## config.mk

```make
export PLATFORM = sky130hd
export DESIGN_NAME = mmps_mulmod
export DESIGN_NICKNAME = d
export VERILOG_FILES = /design/src/hw/rtl/mmps_pkg.sv /design/src/hw/rtl/mmps_mulmod.sv
export SDC_FILE = /design/constraint.sdc
export NUM_CORES = 2
export LEC_CHECK = 0
export ABC_AREA = 1
export BUFFER_PORTS_ARGS = -buffer_cell sky130_fd_sc_hd__buf_4
export CELL_PAD_IN_SITES_DETAIL_PLACEMENT = 1
export CELL_PAD_IN_SITES_GLOBAL_PLACEMENT = 2
export CORE_MARGIN = 4
export CORE_UTILIZATION = 37
export DETAILED_ROUTE_END_ITERATION = 10
export HOLD_SLACK_MARGIN = 0.1
export PLACE_DENSITY_LB_ADDON = 0.1
export SLEW_MARGIN = 10
export SYNTH_ARGS = -nofsm -noshare
export SYNTH_HDL_FRONTEND = slang
export SYNTH_SLANG_ARGS = --single-unit
```

## constraint.sdc

```tcl
create_clock -name clk -period 5.9 [get_ports clk]
set_clock_uncertainty 0.15 [all_clocks]
set_input_delay 1.77 -clock clk [delete_from_list [all_inputs] [get_ports clk]]
set_output_delay 1.77 -clock clk [all_outputs]
set_load 0.01 [all_outputs]
```

## src/hw/rtl/mmps_pkg.sv

```systemverilog
`default_nettype none
package mmps_pkg;

    localparam int MatrixDim = 5;
    localparam int Cells = MatrixDim * MatrixDim;
    localparam int ExpBitsDefault = 51;
    localparam int LengthWidth = 52;
    localparam int ValueWidth = 30;
    localparam int AddrWidth = 7;

    localparam logic [ValueWidth-1:0] Modulus = 30'd999999937;
    // Barrett constant floor(2^60 / Modulus).
    localparam logic [30:0] BarrettM = 31'((64'd1 << 60) / 64'(Modulus));

    // Regions of the shared matrix memory.
    localparam logic [AddrWidth-1:0] SquareBase  = 7'd0;
    localparam logic [AddrWidth-1:0] AccumBase   = 7'd25;
    localparam logic [AddrWidth-1:0] ProductBase = 7'd50;

    typedef struct packed {
        logic       first;
        logic       last;
        logic [4:0] idx;
    } mmps_tag_t;

    function automatic logic [4:0] cell_index(input logic [2:0] row, input logic [2:0] col);
        cell_index = 5'({row, 2'b00}) + 5'(row) + 5'(col);
    endfunction

    // Fixed transition matrix: rows three and four have zeros in columns two and four.
    function automatic logic [ValueWidth-1:0] base_entry(input logic [4:0] idx);
        case (idx)
            5'd17, 5'd19, 5'd22, 5'd24: base_entry = '0;
            default: base_entry = 30'd1;
        endcase
    endfunction

    function automatic logic [ValueWidth-1:0] ident_entry(input logic [4:0] idx);
        case (idx)
            5'd0, 5'd6, 5'd12, 5'd18, 5'd24: ident_entry = 30'd1;
            default: ident_entry = '0;
        endcase
    endfunction

    function automatic logic [ValueWidth-1:0] mod_add(input logic [ValueWidth-1:0] x,
                                                      input logic [ValueWidth-1:0] y);
        logic [ValueWidth:0] s;
        s = {1'b0, x} + {1'b0, y};
        if (s >= {1'b0, Modulus})
            s = s - {1'b0, Modulus};
        mod_add = s[ValueWidth-1:0];
    endfunction

endpackage
`default_nettype wire

```

## src/hw/rtl/mmps_mulmod.sv

```systemverilog
`default_nettype none
module mmps_mulmod
    import mmps_pkg::*;
(
    input  wire logic                  clk,
    input  wire logic                  rst_n,
    input  wire logic                  in_valid,
    input  wire logic [ValueWidth-1:0] a,
    input  wire logic [ValueWidth-1:0] b,
    input  wire mmps_tag_t             in_tag,
    output logic                       out_valid,
    output logic      [ValueWidth-1:0] res,
    output mmps_tag_t                  out_tag,
    output logic                       busy
);

    logic [4:0]      v_reg;
    mmps_tag_t       tag1_reg, tag2_reg, tag3_reg, tag4_reg, tag5_reg;
    logic [59:0]     x_reg;
    logic [31:0]     x2_reg, x3_reg;
    logic [30:0]     q_reg;
    logic [31:0]     qp_reg;
    logic [31:0]     r_reg;
    logic [ValueWidth-1:0] res_reg;
    logic [61:0]     qm;
    logic [60:0]     qp;
    logic [31:0]     r_red;

    assign qm = x_reg[59:29] * BarrettM;
    assign qp = q_reg * Modulus;

    always_comb
    begin
        if (r_reg >= {1'b0, Modulus, 1'b0})
            r_red = r_reg - {1'b0, Modulus, 1'b0};
        else if (r_reg >= {2'b00, Modulus})
            r_red = r_reg - {2'b00, Modulus};
        else
            r_red = r_reg;
    end

    always_ff @(posedge clk or negedge rst_n)
    begin
        if (!rst_n)
            v_reg <= '0;
        else
            v_reg <= {v_reg[3:0], in_valid};
    end

    // Barrett reduction: product, quotient estimate, quotient times modulus,
    // remainder below three moduli, final correction.
    always_ff @(posedge clk)
    begin
        x_reg    <= a * b;
        tag1_reg <= in_tag;
        q_reg    <= qm[61:31];
        x2_reg   <= x_reg[31:0];
        tag2_reg <= tag1_reg;
        qp_reg   <= qp[31:0];
        x3_reg   <= x2_reg;
        tag3_reg <= tag2_reg;
        r_reg    <= x3_reg - qp_reg;
        tag4_reg <= tag3_reg;
        res_reg  <= r_red[ValueWidth-1:0];
        tag5_reg <= tag4_reg;
    end

    assign out_valid = v_reg[4];
    assign res       = res_reg;
    assign out_tag   = tag5_reg;
    assign busy      = |v_reg;

endmodule
`default_nettype wire

```

==> flow_summary_export.csv <==
group,metric,value,unit
run_status,status,"finished, violations left",
run_status,violations,"setup timing",
hold_path,hold_path_class,"register to register",
global_route,grt_overflow,0,
timing,slew_violations,0,
logic_synthesis,synth_area_per_cell,7.97,um2
die,initial_utilization,37.3,%
route,wire_per_inst,20.2,um
clocking,cts_sinks,289,
setup_path,cp-end-kind,"register",
timing,fin_crit_sh,129,%
route,finalWirelength,236,mm
setup_path,slowest_delay,0.57,ns
route,viasPerCell,4.73,
clocking,cts_hold_buffers,0,
die,ios,109,
setup_path,critPathBufInv,11,
logic_synthesis,synthCells,8352,
flow_run,cap_violations,0,
die,die_area,187000,um2
timing,setup_viol,84,
final_layout,drive_above_1_share,22.8,%
final_layout,final_cells,11700,
timing,rsz0062_at_grt,"true",
logic_synthesis,synth_most_common_cell,"inv_1",
die,core,179000,um2
logic_synthesis,synth_warnings,0,
timing,slew-limit-headroom,29.4,%
placed_design,portBuffers,108,
logic_synthesis,synth_top_area_cell,"fa_1",
route,vias,55200,
logic_synthesis,synth_edf_count,0,
final_layout,syn2layout_area_growth,27.8,%
setup_path,worst-path-max-fanout,7,
logic_synthesis,yosysTopAreaCellShare,38.4,%
clocking,cts_tree,"built",
logic_synthesis,synth-seq-cells,289,
setup_path,start_kind,"input port",
timing,tightest_slew,1.06,ns
setup_path,startpoint,"a[17]",
placed_design,dpl.cell_count,11500,
die,die_y,432,um
timing,period_minus_slack,7.60,ns
placed_design,routabilityCongestion,0.912,
global_route,antenna_found_initial,5,
setup_path,slowest_stage,"fa_1",
setup_path,critPathRequiredTime,6.26,ns
final_layout,fillers,21000,
logic_synthesis,synthTopCellsByArea,"fa_1 (38%), ha_1 (16%), inv_1 (14%)",
logic_synthesis,synth.distinct_cells,47,
global_route,grt_first_pass_wirelength,368,mm
route,dr.pass1.iters,6,
clocking,cts_buffer_depth,3,
setup_path,critPathArrivalTime,7.96,ns
logic_synthesis,syn_area,66600,um2
timing,final.setup.worst_slack,-1.70,ns
clocking,htreeDepth,2,
global_route,grt_pass1_vias,63300,
route,drc_errors,0,
logic_synthesis,async_reset_ff_share,1.73,%
timing,max_freq,132,MHz
global_route,grt.total_usage,25.6,%
final_layout,largest_register_ffs,60,
logic_synthesis,ys_top_cells_by_count,"inv_1 (2559), nand2_1 (1746), fa_1 (1277), ha_1 (849), nor2_1 (419)",
setup_path,rr_startpoint,"x_reg[47]",
setup_path,crit_type,"input port to register",
route,antenna_left,0,
global_route,grt_max_degree,50,
timing,tns,-97.33,ns
die,num_rows,155,
logic_synthesis,ys_dominant_reg_cell,"dfxtp_1",
die,die_x,432,um
timing,hold_viol_final,0,
clocking,cts_inserted_buffers,37,
route,drtIter0Drc,2157,
placed_design,dp_hpwl,207,mm
clocking,cts_root_buffer,"clkbuf_16",
clocking,insertion_delay,0.61,ns
logic_synthesis,synthesis.nets,10500,
hold_path,hp-start,"x_reg[2]",
final_layout,final_net_count,11500,
clocking,clk_pin_slew,0.06,ns
logic_synthesis,seq_area_frac_synth,8.73,%
setup_path,crit_family,"adder cells",
[layout by cell type, fill, tap and decap left out, drive strengths merged, types with 4 or more instances in the layout]
cell	count
a21boi	8
a21o	23
a21oi	232
a31oi	20
buf	1104
clkbuf	41
clkinv	18
clkinvlp	4
dfrtp	5
dfxtp	284
fa	1277
ha	849
inv	2572
nand2	1748
nand3	207
nand3b	11
nand4	41
nor2	424
nor3	37
nor4	12
o211ai	5
o21a	8
o21ai	192
o21bai	31
or2	4
xnor2	35
xor2	120
[layout make-up]
cell class                      count  area (um2)  area share [%]
Antenna cell                        2        5.00         0.00588
Clock inverter                     26         293           0.344
Sequential cell                   289        5880            6.91
Tap cell                         2355        2950            3.46
Clock buffer                       40         957            1.13
Inverter                         2570        9680            11.4
Multi-Input combinational cell   5293       55100            64.7
Timing Repair Buffer             1105       10300            12.1
[per-layer routing]
metal	track usage (%)	share of wire (%)	vias to the layer above
li1	-	-	26100
met1	32.6	43	28100
met2	47.6	52	694
met3	1.45	2.5	257
met4	5.67	2.7	4
met5	0	0.011	-
[logic make-up (layout without fill, tap and decap cells)]
kind of cell | count (synthesis) | after routing | share of synthesized area (%)
adders and majority gates | 2126 | 2126 | 54.4
DFF | 289 | 289 | 8.73
buffers and inverters | 2770 | 3741 | 15.7
AOI/OAI and AO/OA | 523 | 523 | 4.27
and+or+nand+nor | 2489 | 2489 | 14.9
xor gates and xnor gates | 155 | 155 | 2.04
other | 0 | 2 | 0
[per-stage QoR]
step	hold slack (ns)	worst slack, ns	util, %	cell area [um2]
2_1_floorplan	0.160	-1.66	-	68100
5_1_grt	0.159	-1.83	47.6	85100
3_5_place_dp	0.163	-2.64	43.2	77200
6_report	0.154	-1.70	47.6	85100
4_1_cts	0.140	-1.62	46.4	82900
3_3_place_gp	0.160	-2.58	43.2	77200
[worst paths after layout]
check,end,slack [ns],cells after the start
setup reg to reg,q_reg[9],-0.86,27
hold reg to reg,x2_reg[2],0.15,0
min in group asynchronous,v_reg[4],0.84,1
max in group asynchronous,v_reg[3],4.66,1
setup / recovery,x_reg[42],-1.70,28
hold / removal,x2_reg[2],0.15,0
[worst register-to-register path, stage by stage, from the launching register on]
cell	delay [ns]
dfxtp_4	0.36
inv_6	0.04
buf_12	0.12
fa_2	0.57
inv_4	0.06
fa_2	0.38
fa_1	0.52
inv_1	0.05
fa_1	0.51
inv_2	0.05
fa_1	0.50
inv_2	0.04
fa_1	0.48
inv_1	0.05
fa_1	0.52
inv_2	0.08
fa_2	0.55
inv_2	0.05
ha_4	0.24
buf_6	0.12
a21oi_4	0.23
buf_6	0.14
o21ai_4	0.08
a21oi_4	0.19
nor2_2	0.06
nor2_2	0.11
nand3_2	0.15
xor2_2	0.18
[what timing repair did]
action,CTS,global route
gates cloned,6,1
gates resized for setup,907,441
endpoints found under the setup margin,90,95
buffers inserted,98,69
pin swaps,368,358
Power is left out: the tool's default activity adds up to more than one toggle a clock period on the data nets, which glitch-free logic cannot reach.
